===== src/rtl/ihex_pkg.sv =====
package ihex_pkg;

  // longest accepted line, terminators included
  localparam int unsigned MAX_LINE_CHARS = 512;
  localparam int unsigned LINE_CHARS_W   = 10;

  localparam int unsigned CHAR_W     = 8;
  localparam int unsigned ADDR_W     = 16;
  localparam int unsigned END_ADDR_W = 17;
  localparam int unsigned REC_NUM_W  = 16;

  typedef logic [CHAR_W-1:0]     char_t;
  typedef logic [ADDR_W-1:0]     addr_t;
  typedef logic [END_ADDR_W-1:0] end_addr_t;
  typedef logic [REC_NUM_W-1:0]  rec_num_t;

  typedef enum logic [3:0] {
    KIND_DATA       = 4'd0,
    KIND_RECORD_OK  = 4'd1,
    KIND_CSUM_ERR   = 4'd2,
    KIND_ZERO_COUNT = 4'd3,
    KIND_IGNORED    = 4'd4,
    KIND_BAD_TYPE   = 4'd5,
    KIND_NO_START   = 4'd6,
    KIND_LONG_LINE  = 4'd7,
    KIND_SUMMARY    = 4'd8
  } kind_t;

endpackage


===== src/rtl/ihex_in_if.sv =====
interface ihex_in_if;
  logic               valid;
  logic               ready;
  ihex_pkg::char_t    char_in;
  logic               new_file;
  logic               end_of_data;

  modport source (output valid, output char_in, output new_file, output end_of_data,
                  input ready);
  modport sink   (input valid, input char_in, input new_file, input end_of_data,
                  output ready);
endinterface


===== src/rtl/ihex_out_if.sv =====
interface ihex_out_if;
  logic                valid;
  logic                ready;
  ihex_pkg::kind_t     kind;
  ihex_pkg::addr_t     address;
  logic [7:0]          data;
  ihex_pkg::end_addr_t end_address;
  ihex_pkg::rec_num_t  record_number;

  modport source (output valid, output kind, output address, output data,
                  output end_address, output record_number, input ready);
  modport sink   (input valid, input kind, input address, input data,
                  input end_address, input record_number, output ready);
endinterface


===== src/rtl/intel_hex_record_parser.sv =====
// Intel HEX record parser. Takes one character of HEX text per transfer on
// in_chan and gives at most one result per character on out_chan: each data
// byte with its 16-bit address, a record status at the checksum or type byte,
// warnings for a missing start code, and halts on a zero byte count, a record
// type above 5 or a line longer than MAX_LINE_CHARS (until new_file). An
// end_of_data transfer returns a summary with the address just past the last
// data record. Throughput is one character per clock: all parsing is done in
// the cycle of the input transfer and the result lands in a single output
// register, so in_chan.ready stays high unless that register is full and
// out_chan is stalling. The result of an input transfer is valid in the
// cycle after it.
module intel_hex_record_parser (
  input  logic          clk,
  input  logic          rst_n,
  ihex_in_if.sink       in_chan,
  ihex_out_if.source    out_chan
);

  // character codes
  localparam ihex_pkg::char_t CH_CR    = 8'h0D;
  localparam ihex_pkg::char_t CH_LF    = 8'h0A;
  localparam ihex_pkg::char_t CH_COLON = 8'h3A;
  localparam ihex_pkg::char_t CH_0     = 8'h30;
  localparam ihex_pkg::char_t CH_9     = 8'h39;
  localparam ihex_pkg::char_t CH_LA    = 8'h61;
  localparam ihex_pkg::char_t CH_LF_HX = 8'h66;
  localparam ihex_pkg::char_t CH_UA    = 8'h41;
  localparam ihex_pkg::char_t CH_UF    = 8'h46;

  localparam logic [7:0] TYPE_DATA     = 8'h00;
  localparam logic [7:0] TYPE_EOF      = 8'h01;
  localparam logic [7:0] TYPE_LAST_IGN = 8'h05;

  localparam ihex_pkg::end_addr_t END_LIMIT = ihex_pkg::end_addr_t'(1 << ihex_pkg::ADDR_W);
  localparam ihex_pkg::rec_num_t  REC_MAX   = '1;
  localparam logic [ihex_pkg::LINE_CHARS_W-1:0] LINE_MAX =
    ihex_pkg::LINE_CHARS_W'(ihex_pkg::MAX_LINE_CHARS);

  typedef enum logic [2:0] {
    PH_START,
    PH_COUNT,
    PH_ADDR,
    PH_TYPE,
    PH_DATA,
    PH_CSUM,
    PH_SKIP,
    PH_AFTER_CR
  } phase_t;

  // hex digit decode, anything else reads as zero
  function automatic logic [3:0] nibble_of(input ihex_pkg::char_t c);
    logic [3:0] n;
    n = 4'd0;
    if (c >= CH_0 && c <= CH_9) begin
      n = 4'(c - CH_0);
    end else if (c >= CH_LA && c <= CH_LF_HX) begin
      n = 4'(c - CH_LA + 8'd10);
    end else if (c >= CH_UA && c <= CH_UF) begin
      n = 4'(c - CH_UA + 8'd10);
    end
    return n;
  endfunction

  // parser state
  phase_t                               phase_r;
  logic [3:0]                           high_nibble_r;
  logic                                 second_digit_r;
  logic [7:0]                           byte_count_r;
  logic [7:0]                           bytes_left_r;
  ihex_pkg::addr_t                      cur_address_r;
  logic [7:0]                           record_type_r;
  logic [7:0]                           running_sum_r;
  ihex_pkg::end_addr_t                  last_end_r;
  ihex_pkg::rec_num_t                   line_index_r;
  logic [ihex_pkg::LINE_CHARS_W-1:0]    line_chars_r;
  logic                                 halted_r;

  // next state from the character on in_chan
  phase_t                               phase_nxt;
  logic [3:0]                           high_nibble_nxt;
  logic                                 second_digit_nxt;
  logic [7:0]                           byte_count_nxt;
  logic [7:0]                           bytes_left_nxt;
  ihex_pkg::addr_t                      cur_address_nxt;
  logic [7:0]                           record_type_nxt;
  logic [7:0]                           running_sum_nxt;
  ihex_pkg::end_addr_t                  last_end_nxt;
  ihex_pkg::rec_num_t                   line_index_nxt;
  logic [ihex_pkg::LINE_CHARS_W-1:0]    line_chars_nxt;
  logic                                 halted_nxt;

  // result of this character
  logic                                 emit;
  ihex_pkg::kind_t                      res_kind;
  ihex_pkg::addr_t                      res_addr;
  logic [7:0]                           res_data;

  // output register
  logic                                 out_valid_r;
  ihex_pkg::kind_t                      out_kind_r;
  ihex_pkg::addr_t                      out_addr_r;
  logic [7:0]                           out_data_r;
  ihex_pkg::end_addr_t                  out_end_r;
  ihex_pkg::rec_num_t                   out_rec_r;

  logic                                 in_xfer;
  logic                                 term;
  logic                                 done;
  logic [7:0]                           b;
  ihex_pkg::end_addr_t                  end_sum;

  // a new character is taken whenever the output register is free or draining
  assign in_chan.ready = !out_valid_r || out_chan.ready;
  assign in_xfer       = in_chan.valid && in_chan.ready;

  always_comb begin
    phase_nxt        = phase_r;
    high_nibble_nxt  = high_nibble_r;
    second_digit_nxt = second_digit_r;
    byte_count_nxt   = byte_count_r;
    bytes_left_nxt   = bytes_left_r;
    cur_address_nxt  = cur_address_r;
    record_type_nxt  = record_type_r;
    running_sum_nxt  = running_sum_r;
    last_end_nxt     = last_end_r;
    line_index_nxt   = line_index_r;
    line_chars_nxt   = line_chars_r;
    halted_nxt       = halted_r;

    emit     = 1'b0;
    res_kind = ihex_pkg::KIND_DATA;
    res_addr = '0;
    res_data = '0;
    done     = 1'b0;
    b        = '0;
    end_sum  = '0;
    term     = (in_chan.char_in == CH_CR) || (in_chan.char_in == CH_LF);

    // new_file wipes everything before the character is looked at
    if (in_chan.new_file) begin
      phase_nxt        = PH_START;
      high_nibble_nxt  = '0;
      second_digit_nxt = 1'b0;
      byte_count_nxt   = '0;
      bytes_left_nxt   = '0;
      cur_address_nxt  = '0;
      record_type_nxt  = '0;
      running_sum_nxt  = '0;
      last_end_nxt     = '0;
      line_index_nxt   = '0;
      line_chars_nxt   = '0;
      halted_nxt       = 1'b0;
    end

    if (in_chan.end_of_data) begin
      emit     = 1'b1;
      res_kind = ihex_pkg::KIND_SUMMARY;
    end else if (!halted_nxt) begin
      // lf after cr belongs to the same line, anything else starts a new one
      if (phase_nxt == PH_AFTER_CR) begin
        if (in_chan.char_in == CH_LF) begin
          done = 1'b1;
          if (line_chars_nxt >= LINE_MAX) begin
            halted_nxt = 1'b1;
            emit       = 1'b1;
            res_kind   = ihex_pkg::KIND_LONG_LINE;
          end else begin
            if (line_index_nxt != REC_MAX) line_index_nxt = line_index_nxt + 1'b1;
            line_chars_nxt   = '0;
            second_digit_nxt = 1'b0;
            high_nibble_nxt  = '0;
            phase_nxt        = PH_START;
          end
        end else begin
          if (line_index_nxt != REC_MAX) line_index_nxt = line_index_nxt + 1'b1;
          line_chars_nxt   = '0;
          second_digit_nxt = 1'b0;
          high_nibble_nxt  = '0;
          phase_nxt        = PH_START;
        end
      end

      if (!done) begin
        if (phase_nxt == PH_START) begin
          // blank lines are skipped
          if (!term) begin
            if (line_chars_nxt >= LINE_MAX) begin
              halted_nxt = 1'b1;
              emit       = 1'b1;
              res_kind   = ihex_pkg::KIND_LONG_LINE;
            end else begin
              line_chars_nxt   = line_chars_nxt + 1'b1;
              phase_nxt        = PH_COUNT;
              second_digit_nxt = 1'b0;
              if (in_chan.char_in != CH_COLON) begin
                emit     = 1'b1;
                res_kind = ihex_pkg::KIND_NO_START;
              end
            end
          end
        end else if (line_chars_nxt >= LINE_MAX) begin
          halted_nxt = 1'b1;
          emit       = 1'b1;
          res_kind   = ihex_pkg::KIND_LONG_LINE;
        end else begin
          line_chars_nxt = line_chars_nxt + 1'b1;
          if (term) begin
            if (in_chan.char_in == CH_CR) begin
              phase_nxt = PH_AFTER_CR;
            end else begin
              if (line_index_nxt != REC_MAX) line_index_nxt = line_index_nxt + 1'b1;
              line_chars_nxt   = '0;
              second_digit_nxt = 1'b0;
              high_nibble_nxt  = '0;
              phase_nxt        = PH_START;
            end
          end else if (phase_nxt != PH_SKIP) begin
            if (!second_digit_nxt) begin
              high_nibble_nxt  = nibble_of(in_chan.char_in);
              second_digit_nxt = 1'b1;
            end else begin
              second_digit_nxt = 1'b0;
              b = {high_nibble_nxt, nibble_of(in_chan.char_in)};
              unique case (phase_nxt)
                PH_COUNT: begin
                  byte_count_nxt = b;
                  if (b == 8'd0) begin
                    halted_nxt = 1'b1;
                    emit       = 1'b1;
                    res_kind   = ihex_pkg::KIND_ZERO_COUNT;
                  end else begin
                    running_sum_nxt = b;
                    bytes_left_nxt  = 8'd2;
                    phase_nxt       = PH_ADDR;
                  end
                end
                PH_ADDR: begin
                  cur_address_nxt = {cur_address_nxt[7:0], b};
                  running_sum_nxt = running_sum_nxt + b;
                  bytes_left_nxt  = bytes_left_nxt - 1'b1;
                  if (bytes_left_nxt == 8'd0) phase_nxt = PH_TYPE;
                end
                PH_TYPE: begin
                  record_type_nxt = b;
                  running_sum_nxt = running_sum_nxt + b;
                  if (b == TYPE_DATA) begin
                    end_sum = ihex_pkg::end_addr_t'(cur_address_nxt) +
                              ihex_pkg::end_addr_t'(byte_count_nxt);
                    last_end_nxt   = (end_sum > END_LIMIT) ? END_LIMIT : end_sum;
                    bytes_left_nxt = byte_count_nxt;
                    phase_nxt      = PH_DATA;
                  end else if (b == TYPE_EOF) begin
                    phase_nxt = PH_SKIP;
                    emit      = 1'b1;
                    res_kind  = ihex_pkg::KIND_RECORD_OK;
                    res_data  = b;
                  end else if (b <= TYPE_LAST_IGN) begin
                    phase_nxt = PH_SKIP;
                    emit      = 1'b1;
                    res_kind  = ihex_pkg::KIND_IGNORED;
                    res_data  = b;
                  end else begin
                    halted_nxt = 1'b1;
                    emit       = 1'b1;
                    res_kind   = ihex_pkg::KIND_BAD_TYPE;
                    res_data   = b;
                  end
                end
                PH_DATA: begin
                  emit            = 1'b1;
                  res_kind        = ihex_pkg::KIND_DATA;
                  res_addr        = cur_address_nxt;
                  res_data        = b;
                  running_sum_nxt = running_sum_nxt + b;
                  cur_address_nxt = cur_address_nxt + 1'b1;
                  bytes_left_nxt  = bytes_left_nxt - 1'b1;
                  if (bytes_left_nxt == 8'd0) phase_nxt = PH_CSUM;
                end
                PH_CSUM: begin
                  running_sum_nxt = running_sum_nxt + b;
                  phase_nxt       = PH_SKIP;
                  emit            = 1'b1;
                  res_kind        = (running_sum_nxt == 8'd0) ? ihex_pkg::KIND_RECORD_OK
                                                              : ihex_pkg::KIND_CSUM_ERR;
                  res_data        = record_type_nxt;
                end
                default: begin
                end
              endcase
            end
          end
        end
      end
    end
  end

  // state registers, updated once per character transfer
  always_ff @(posedge clk) begin
    if (!rst_n) begin
      phase_r        <= PH_START;
      high_nibble_r  <= '0;
      second_digit_r <= 1'b0;
      byte_count_r   <= '0;
      bytes_left_r   <= '0;
      cur_address_r  <= '0;
      record_type_r  <= '0;
      running_sum_r  <= '0;
      last_end_r     <= '0;
      line_index_r   <= '0;
      line_chars_r   <= '0;
      halted_r       <= 1'b0;
    end else if (in_xfer) begin
      phase_r        <= phase_nxt;
      high_nibble_r  <= high_nibble_nxt;
      second_digit_r <= second_digit_nxt;
      byte_count_r   <= byte_count_nxt;
      bytes_left_r   <= bytes_left_nxt;
      cur_address_r  <= cur_address_nxt;
      record_type_r  <= record_type_nxt;
      running_sum_r  <= running_sum_nxt;
      last_end_r     <= last_end_nxt;
      line_index_r   <= line_index_nxt;
      line_chars_r   <= line_chars_nxt;
      halted_r       <= halted_nxt;
    end
  end

  // result register: valid is control, payload loads only with a new result
  always_ff @(posedge clk) begin
    if (!rst_n) begin
      out_valid_r <= 1'b0;
    end else if (in_chan.ready) begin
      out_valid_r <= in_xfer && emit;
    end
  end

  always_ff @(posedge clk) begin
    if (in_xfer && emit) begin
      out_kind_r <= res_kind;
      out_addr_r <= res_addr;
      out_data_r <= res_data;
      out_end_r  <= last_end_nxt;
      out_rec_r  <= line_index_nxt;
    end
  end

  assign out_chan.valid         = out_valid_r;
  assign out_chan.kind          = out_kind_r;
  assign out_chan.address       = out_addr_r;
  assign out_chan.data          = out_data_r;
  assign out_chan.end_address   = out_end_r;
  assign out_chan.record_number = out_rec_r;

  // a halted parser stays silent on plain characters
  a_halted_silent: assert property (@(posedge clk) disable iff (!rst_n)
    in_xfer && halted_r && !in_chan.new_file && !in_chan.end_of_data |=> !out_valid_r)
    else $error("result produced while halted");

  // end_of_data always yields a summary in the next cycle
  a_summary: assert property (@(posedge clk) disable iff (!rst_n)
    in_xfer && in_chan.end_of_data |=>
      out_valid_r && (out_kind_r == ihex_pkg::KIND_SUMMARY))
    else $error("end_of_data without summary");

  // entering halt always comes with a halting result
  a_halt_reason: assert property (@(posedge clk) disable iff (!rst_n)
    $rose(halted_r) |->
      out_valid_r && ((out_kind_r == ihex_pkg::KIND_ZERO_COUNT) ||
                      (out_kind_r == ihex_pkg::KIND_BAD_TYPE) ||
                      (out_kind_r == ihex_pkg::KIND_LONG_LINE)))
    else $error("halt without halting result");

  // line length counter never passes the limit
  a_line_len: assert property (@(posedge clk) disable iff (!rst_n)
    line_chars_r <= LINE_MAX)
    else $error("line length counter overran");

endmodule

===== src/flat_wrapper.sv =====
// flat-port wrapper written by rule: the top's interface ports become plain ports
module intel_hex_record_parser_flat 
  (clk, rst_n, in_chan_valid, in_chan_char_in, in_chan_new_file, in_chan_end_of_data, in_chan_ready, out_chan_valid, out_chan_kind, out_chan_address, out_chan_data, out_chan_end_address, out_chan_record_number, out_chan_ready);
  ihex_in_if in_chan_i ();
  ihex_out_if out_chan_i ();
  input  logic clk;
  input  logic rst_n;
  input wire logic [$bits(in_chan_i.valid)-1:0] in_chan_valid;
  input wire logic [$bits(in_chan_i.char_in)-1:0] in_chan_char_in;
  input wire logic [$bits(in_chan_i.new_file)-1:0] in_chan_new_file;
  input wire logic [$bits(in_chan_i.end_of_data)-1:0] in_chan_end_of_data;
  output wire logic [$bits(in_chan_i.ready)-1:0] in_chan_ready;
  output wire logic [$bits(out_chan_i.valid)-1:0] out_chan_valid;
  output wire logic [$bits(out_chan_i.kind)-1:0] out_chan_kind;
  output wire logic [$bits(out_chan_i.address)-1:0] out_chan_address;
  output wire logic [$bits(out_chan_i.data)-1:0] out_chan_data;
  output wire logic [$bits(out_chan_i.end_address)-1:0] out_chan_end_address;
  output wire logic [$bits(out_chan_i.record_number)-1:0] out_chan_record_number;
  input wire logic [$bits(out_chan_i.ready)-1:0] out_chan_ready;
  assign in_chan_i.valid = in_chan_valid;
  assign in_chan_i.char_in = in_chan_char_in;
  assign in_chan_i.new_file = in_chan_new_file;
  assign in_chan_i.end_of_data = in_chan_end_of_data;
  assign in_chan_ready = in_chan_i.ready;
  assign out_chan_valid = out_chan_i.valid;
  assign out_chan_kind = out_chan_i.kind;
  assign out_chan_address = out_chan_i.address;
  assign out_chan_data = out_chan_i.data;
  assign out_chan_end_address = out_chan_i.end_address;
  assign out_chan_record_number = out_chan_i.record_number;
  assign out_chan_i.ready = out_chan_ready;
  intel_hex_record_parser u_core (.clk(clk), .rst_n(rst_n), .in_chan(in_chan_i), .out_chan(out_chan_i));
endmodule

===== config.mk =====
export PLATFORM = sky130hd
export DESIGN_NAME = intel_hex_record_parser_flat
export DESIGN_NICKNAME = d
export VERILOG_FILES = /design/src/rtl/ihex_pkg.sv /design/src/rtl/ihex_in_if.sv /design/src/rtl/ihex_out_if.sv /design/src/rtl/intel_hex_record_parser.sv /design/src/flat_wrapper.sv
export SDC_FILE = /design/constraint.sdc
export NUM_CORES = 1
export LEC_CHECK = 0
export BUFFER_PORTS_ARGS = -buffer_cell sky130_fd_sc_hd__buf_2
export CORE_UTILIZATION = 50
export CTS_CLUSTER_SIZE = 25
export DETAILED_ROUTE_END_ITERATION = 6
export PLACE_DENSITY_LB_ADDON = 0.3
export SETUP_SLACK_MARGIN = 0.3
export SLEW_MARGIN = 20
export SYNTH_ARGS = -nofsm -noshare
export SYNTH_HDL_FRONTEND = slang
export SYNTH_SLANG_ARGS = --single-unit

===== constraint.sdc =====
create_clock -name clk -period 6.8 [get_ports clk]
set_input_delay 1.02 -clock clk [delete_from_list [all_inputs] [get_ports clk]]
set_output_delay 1.02 -clock clk [all_outputs]
set_load 0.01 [all_outputs]

==> Word level (Yosys, flattened, before mapping) <==
Index checks and enable logic that the tools add are counted.
{ "word_totals": {"register_bits": 162, "latch_bits": 0, "mem_bits_rw": 0, "mem_bits_ro": 0, "output_inout_bits": 63, "elab_cells": 294, "memories": 0} }
{ "classes": {"n_addsub": 12, "n_mul": 0, "div": 0, "order_cmp": 10, "n_eq_ne": 13, "n_shift": 0, "mux": 219, "bitwise_logic": 3, "n_reduce_logical": 18} }
{ "ops": {"columns": ["op", "n"], "rows": [
  ["2-to-1 mux 16 bit", 24],
  ["2-to-1 mux 8 bit", 42],
  ["2-to-1 mux 17 bit", 12],
  ["2-to-1 mux 4 bit", 41],
  ["2-to-1 mux 10 bit", 15],
  ["2-to-1 mux 3 bit", 24],
  ["2-to-1 mux 1 bit", 52],
  ["adder 16 x 1 -> 16 bit, second input constant", 3],
  ["case mux 8 bit (3 select lines)", 2],
  ["inequality test 16 bit, second input constant", 2],
  ["case mux 16 bit (2 select lines)", 1],
  ["zero test 8 bit", 3],
  ["greater-or-equal comparator 10 bit, second input constant", 2],
  ["adder 16 x 8 -> 17 bit", 1],
  ["> comparator 17 bit, second input constant", 1],
  ["== test 8 x 4 -> 1 bit, second input constant", 2],
  ["greater-or-equal comparator 8 x 7 -> 1 bit, second input constant", 2],
  ["<= comparator 8 x 7 -> 1 bit, second input constant", 2],
  ["case mux 4 bit (4 select lines)", 1],
  ["case mux 8 bit (2 select lines)", 1],
  ["case mux 3 bit (5 select lines)", 1],
  ["subtractor 4 x 1 -> 4 bit, second input constant", 3],
  ["adder 10 x 1 -> 10 bit, second input constant", 1],
  ["== test 3 bit, second input constant", 3],
  ["other kinds (23)", 34]
]} }

==> Logic depth before layout (Yosys ltp) <==
{ "depth": {"depth_word": 28, "ltp_mapped": 25} }

==> Worst setup path before layout <==
No wires, ideal clock.
{ "synth_path": {"path_kind": "input to register", "startpoint": "input port in_chan_char_in[3]", "endpoint": "register u_core.out_addr_r[0] (netlist: u_core.out_chan.address[0]) (enable)", "arrival_ns": 5.867, "t_required_ns": 6.320, "setup_slack_ns": 0.453, "cell_stages": 12, "path_buffers": 3, "cell_sequence": "clkbuf_1 > or4b_2 > o32ai_1 > o311a_1 > clkbuf_1 > or2_2 > clkbuf_1 > nor2_1 > mux2i_1 > a21o_1 > a21oi_1 > nor2_1"} }
{ "synth_via": {"elab_chain_cells": 25, "word_cells_on_any_way": 75, "classes_between": "add/sub: 5; order compare: 7; eq/ne: 8; mux: 47; reduce/logical: 8"} }
{ "synth_rtl": {"columns": ["item", "line", "text"], "rows": [
  ["from (decl)", "flat_wrapper.sv:9", "input wire logic [$bits(in_chan_i.char_in)-1:0] in_chan_char_in;"],
  ["subtractor 4 x 1 -> 4 bit, or another cell as far along", "intel_hex_record_parser.sv:57, intel_hex_record_parser.sv:59", null],
  ["adder 4 bit / logical AND 1 bit (equally long branches)", "intel_hex_record_parser.sv:57, intel_hex_record_parser.sv:59, intel_hex_record_parser.sv:58", null],
  ["2-to-1 mux 4 bit", "intel_hex_record_parser.sv:58", "end else if (c >= CH_UA && c <= CH_UF) begin"],
  ["2-to-1 mux 4 bit", "intel_hex_record_parser.sv:56", "end else if (c >= CH_LA && c <= CH_LF_HX) begin"],
  ["2-to-1 mux 4 bit", "intel_hex_record_parser.sv:54", "if (c >= CH_0 && c <= CH_9) begin"],
  ["2-to-1 mux 4 bit", "intel_hex_record_parser.sv:218", "if (!second_digit_nxt) begin"],
  ["2-to-1 mux 4 bit", "intel_hex_record_parser.sv:217", "end else if (phase_nxt != PH_SKIP) begin"],
  ["2-to-1 mux 4 bit", "intel_hex_record_parser.sv:207", "if (term) begin"],
  ["[9 not listed]", null, null],
  ["2-to-1 mux 1 bit", "intel_hex_record_parser.sv:217", null],
  ["2-to-1 mux 1 bit", "intel_hex_record_parser.sv:207", null],
  ["2-to-1 mux 1 bit", "intel_hex_record_parser.sv:201", "end else if (line_chars_nxt >= LINE_MAX) begin"],
  ["2-to-1 mux 1 bit", "intel_hex_record_parser.sv:184", "if (phase_nxt == PH_START) begin"],
  ["2-to-1 mux 1 bit *", "intel_hex_record_parser.sv:183", "if (!done) begin"],
  ["2-to-1 mux 1 bit *", "intel_hex_record_parser.sv:158", "end else if (!halted_nxt) begin"],
  ["2-to-1 mux 1 bit *", "intel_hex_record_parser.sv:155", "if (in_chan.end_of_data) begin"],
  ["logical AND 1 bit *", "intel_hex_record_parser.sv:338", "if (in_xfer && emit) begin"],
  ["to (signal assigned)", "intel_hex_record_parser.sv:340", "out_addr_r <= res_addr;"],
  ["to (decl)", "intel_hex_record_parser.sv:101", "ihex_pkg::addr_t out_addr_r;"]
]} }
Mark *: on every way between the ends. The rest lies on a longest branch, timed or not. The select of a mux whose other input is x is not followed.
A chain may end at the register's enable or synchronous reset.

==> Worst setup path in the final report <==
{ "layout_path": {"startpoint": "input port in_chan_new_file", "endpoint": "register u_core.out_rec_r[7] (netlist: u_core.out_chan.record_number[7]) (data pin)"} }
{ "layout_via": {"elab_chain_cells": 17, "word_cells_on_any_way": 39, "classes_between": "add/sub: 2; order compare: 2; eq/ne: 3; mux: 31; reduce/logical: 1"} }
{ "layout_rtl": {"columns": ["item", "line", "text"], "rows": [
  ["from (decl)", "flat_wrapper.sv:10", "input wire logic [$bits(in_chan_i.new_file)-1:0] in_chan_new_file;"],
  ["2-to-1 mux 16 bit", "intel_hex_record_parser.sv:140", "if (in_chan.new_file) begin"],
  ["adder 16 x 1 -> 16 bit / inequality test 16 bit (equally long branches)", "intel_hex_record_parser.sv:168, intel_hex_record_parser.sv:175", null],
  ["2-to-1 mux 16 bit", "intel_hex_record_parser.sv:168, intel_hex_record_parser.sv:175", null],
  ["2-to-1 mux 16 bit", "intel_hex_record_parser.sv:163", "if (line_chars_nxt >= LINE_MAX) begin"],
  ["2-to-1 mux 16 bit", "intel_hex_record_parser.sv:161", "if (in_chan.char_in == CH_LF) begin"],
  ["2-to-1 mux 16 bit", "intel_hex_record_parser.sv:160", "if (phase_nxt == PH_AFTER_CR) begin"],
  ["2-to-1 mux 16 bit", "intel_hex_record_parser.sv:158", null],
  ["2-to-1 mux 16 bit", "intel_hex_record_parser.sv:155", null],
  ["[2 not listed]", null, null],
  ["2-to-1 mux 16 bit", "intel_hex_record_parser.sv:208", "if (in_chan.char_in == CH_CR) begin"],
  ["2-to-1 mux 16 bit", "intel_hex_record_parser.sv:207", null],
  ["2-to-1 mux 16 bit", "intel_hex_record_parser.sv:201", null],
  ["2-to-1 mux 16 bit", "intel_hex_record_parser.sv:184", null],
  ["2-to-1 mux 16 bit", "intel_hex_record_parser.sv:183", null],
  ["2-to-1 mux 16 bit", "intel_hex_record_parser.sv:158", null],
  ["2-to-1 mux 16 bit *", "intel_hex_record_parser.sv:155", null],
  ["named net u_core.line_index_nxt[7]", "intel_hex_record_parser.sv:88", "ihex_pkg::rec_num_t line_index_nxt;"],
  ["to (signal assigned)", "intel_hex_record_parser.sv:343", "out_rec_r <= line_index_nxt;"],
  ["to (decl)", "intel_hex_record_parser.sv:104", "ihex_pkg::rec_num_t out_rec_r;"]
]} }
The timed path passes the listed nets; every way through them passes the cells marked *. The select of a mux whose other input is x is not followed.

==> results.json <==
{
  "fillers": 2004,
  "period_needed_ns": 5.476,
  "met1_usage_pct": 45.38,
  "h-tree-depth": 4,
  "ys_top_cells_by_count": "nand2_1 (147), nor2_1 (115), dfxtp_1 (101)",
  "synth_seq_area_share_pct": 34.92,
  "synth_enable_flop_cells": 61,
  "synth.area.top_cells": "dfxtp_1 (18%), edfxtp_1 (17%), nand2_1 (5.0%)",
  "ctsResizeCount": 0,
  "grt_pass1_vias": 10185,
  "startpoint_type": "primary input",
  "io_pins": 77,
  "antennaDiodeCount": 0,
  "avgSynthCellArea_um2": 8.113,
  "portBuffers": 76,
  "vias_per_cell": 6.610,
  "initial_core_util_pct": 51.68,
  "synth_seq_cells": 162,
  "finalHoldViolations": 0,
  "vias": 11105,
  "grt_util_met3_pct": 6.545,
  "rsz0062_at_grt": "no",
  "powerDensity_nw_per_um2": 192.8,
  "cts_tree": "done",
  "nNetsFinal": 1435,
  "clock_sinks": 162,
  "status": "finished clean",
  "regToRegSetupSlack_ns": 1.63,
  "r2r_end": "u_core.out_chan.record_number[7]",
  "synth_async_sr_flop_share_pct": 0,
  "critPathCaptureType": "flip-flop",
  "clockRootBuffer": "clkbuf_16",
  "dp_slack_ns": 0.9991,
  "crit_required_ns": 6.98,
  "drtIter0Drc": 1381,
  "syn2layout_area_growth_pct": 10.90,
  "grt_use_met2_pct": 50.65,
  "antenna_left": 0,
  "gp_congestion": 0.9777,
  "finalNonFillerCells": 1680,
  "maxCapViolCount": 0,
  "max_slew_margin_pct": 23.42,
  "ir_drop_v": 0.0001529,
  "grt_overflow_total": 0,
  "wl_per_cell_um": 21.94,
  "synth_top_area_share_pct": 18.32,
  "tns_ns": 0,
  "wirelength_mm": 36.86,
  "multi_input_area_um2": 6705,
  "cp.arrival_ns": 5.66,
  "r2r_start": "u_core.line_index_r[1]",
  "drive_gt1_share_pct": 11.74,
  "synth_fp_nets": 1403,
  "clk_latency_ns": 0.44,
  "crit_path_max_fanout": 9,
  "setup_viol": 0,
  "path_clk_slew_ns": 0.07,
  "dpl.hpwl_mm": 25.94,
  "grt_use_total_pct": 33.10,
  "drv_slew": 0,
  "power_leakage_uw": 0.004412,
  "die_x_um": 150.6,
  "r2r_cells": 14,
  "skew_ns": 0.01415,
  "dp.cells": 1648,
  "fin_ws_ns": 1.324,
  "rows": 53,
  "core_um2": 21350,
  "power_uw": 2359,
  "drc_errors": 0,
  "first_pass_iters": 6,
  "holdBufCountCts": 0,
  "synth_area_um2": 11030,
  "fin_hold_ws_ns": 0.4564,
  "ys_types": 82,
  "yosys_most_used_dff": "dfxtp_1",
  "antenna_found_initial": 0,
  "yosys_warnings": 0,
  "grt_busiest_layer": "met2",
  "chipHeight_um": 150.6,
  "syn_inst": 1360,
  "yosysTopAreaCell": "dfxtp_1",
  "critical_path_class": "primary input to flip-flop",
  "numCtsBuffers": 17,
  "critical_path.endpoint": "u_core.out_chan.record_number[7]",
  "hp-class": "flip-flop to flip-flop",
  "grt_pass1_wl_mm": 57.24,
  "register_area_um2": 3854,
  "fin_crit_sh_pct": 80.53,
  "tightest_slew_ns": 1.144,
  "dieArea_um2": 22670,
  "crit_start": "in_chan_new_file",
  "postCtsSetupBuffers": 0,
  "yosysMostFrequentCell": "nand2_1",
  "grt_start_max_net_pins": 73,
  "clock_path_buffers": 2,
  "max_freq_mhz": 182.6
}
==> per-layer routing <==
| layer | part of all wire, % | up-vias | routed length (um) |
|---|---|---|---|
| li1 | - | 5137 | - |
| met1 | 43 | 5243 | 15730 |
| met2 | 45 | 621 | 16450 |
| met3 | 9.1 | 104 | 3359 |
| met4 | 3.6 | 0 | 1320 |
| met5 | 0 | - | 0 |
==> through the flow <==
stage               area (um^2)  util, %
finish                    12240    57.31
global route              12240    57.31
CTS                       12230    57.30
detailed placement        11640    54.50
global placement          11640    54.50
floorplan                 11030        -
==> area by class of cell <==
class | instances | share of cell area, %
Clock buffer | 18 | 3.507
Inverter | 35 | 1.074
Clock inverter | 14 | 1.370
Multi-Input combinational cell | 1072 | 54.80
Tap cell | 275 | 2.812
Sequential cell | 162 | 31.49
Timing Repair Buffer | 104 | 4.949
==> worst min-delay path by stage <==
stage,from,endpoint,slack [ns],cells past startpoint
floorplan,u_core.last_end_r[1],u_core.last_end_r[1],0.42,2
global placement,u_core.last_end_r[3],u_core.last_end_r[3],0.43,2
detailed placement,u_core.last_end_r[3],u_core.last_end_r[3],0.44,2
CTS,u_core.last_end_r[3],u_core.last_end_r[3],0.46,2
global route,u_core.last_end_r[5],u_core.last_end_r[5],0.48,2
finish,u_core.last_end_r[2],u_core.last_end_r[2],0.46,2
==> cell usage in the layout (no fill, tap or decap), types with 13 or more instances in the layout <==
master and instances:
nand2_1 147, nor2_1 113, dfxtp_1 101, o21ai_0 87, nor2b_1 80, buf_2 75
a21oi_1 62, edfxtp_1 61, nand3_1 54, nor3_1 48, a22oi_1 41, inv_1 35
xnor2_1 32, buf_4 28, ha_1 27, a31oi_1 21, and3_1 20, o22ai_1 19
a211oi_1 19, nand2b_1 18, clkbuf_16 17, xor2_1 16, o31ai_1 16, a22o_1 13
==> critical path, stage by stage <==
cell and delay, ns:
buf_4 0.16, inv_1 0.08, nand2_1 0.06, inv_1 0.12, ha_1 0.36, nand2_1 0.17
nor4_2 0.53, a21o_1 0.40, xnor2_1 0.23, ha_1 0.24, inv_1 0.07, or4b_1 0.69
nor4b_2 0.76, buf_4 0.27, a2111oi_0 0.14, o21ai_0 0.26, xnor2_1 0.08
==> report_power, final <==
part           switching [uW]  internal, uW
clock network             451           554
registers                21.7          1050
logic                     198          85.5
total                     671          1690
==> flip-flops by register name, indices dropped and copies added (netlist names), 10 cells and up <==
| name | count |
|---|---|
| u_core.last_end_r | 17 |
| u_core.out_chan.address | 16 |
| u_core.out_chan.end_address | 17 |
| u_core.line_index_r | 16 |
| u_core.cur_address_r | 16 |
| u_core.out_chan.record_number | 16 |
| u_core.line_chars_r | 10 |
==> logic make-up after synthesis <==
logic type                 share of synthesized area (%)
and+or+nand+nor                                    27.28
AOI/OAI and AO/OA                                  25.17
DFF                                                34.92
buffers and inverters                              4.456
xor gates and xnor gates                           3.810
adders and majority gates                          3.424
muxes                                             0.9298
(Power assumes the default switching activity.)
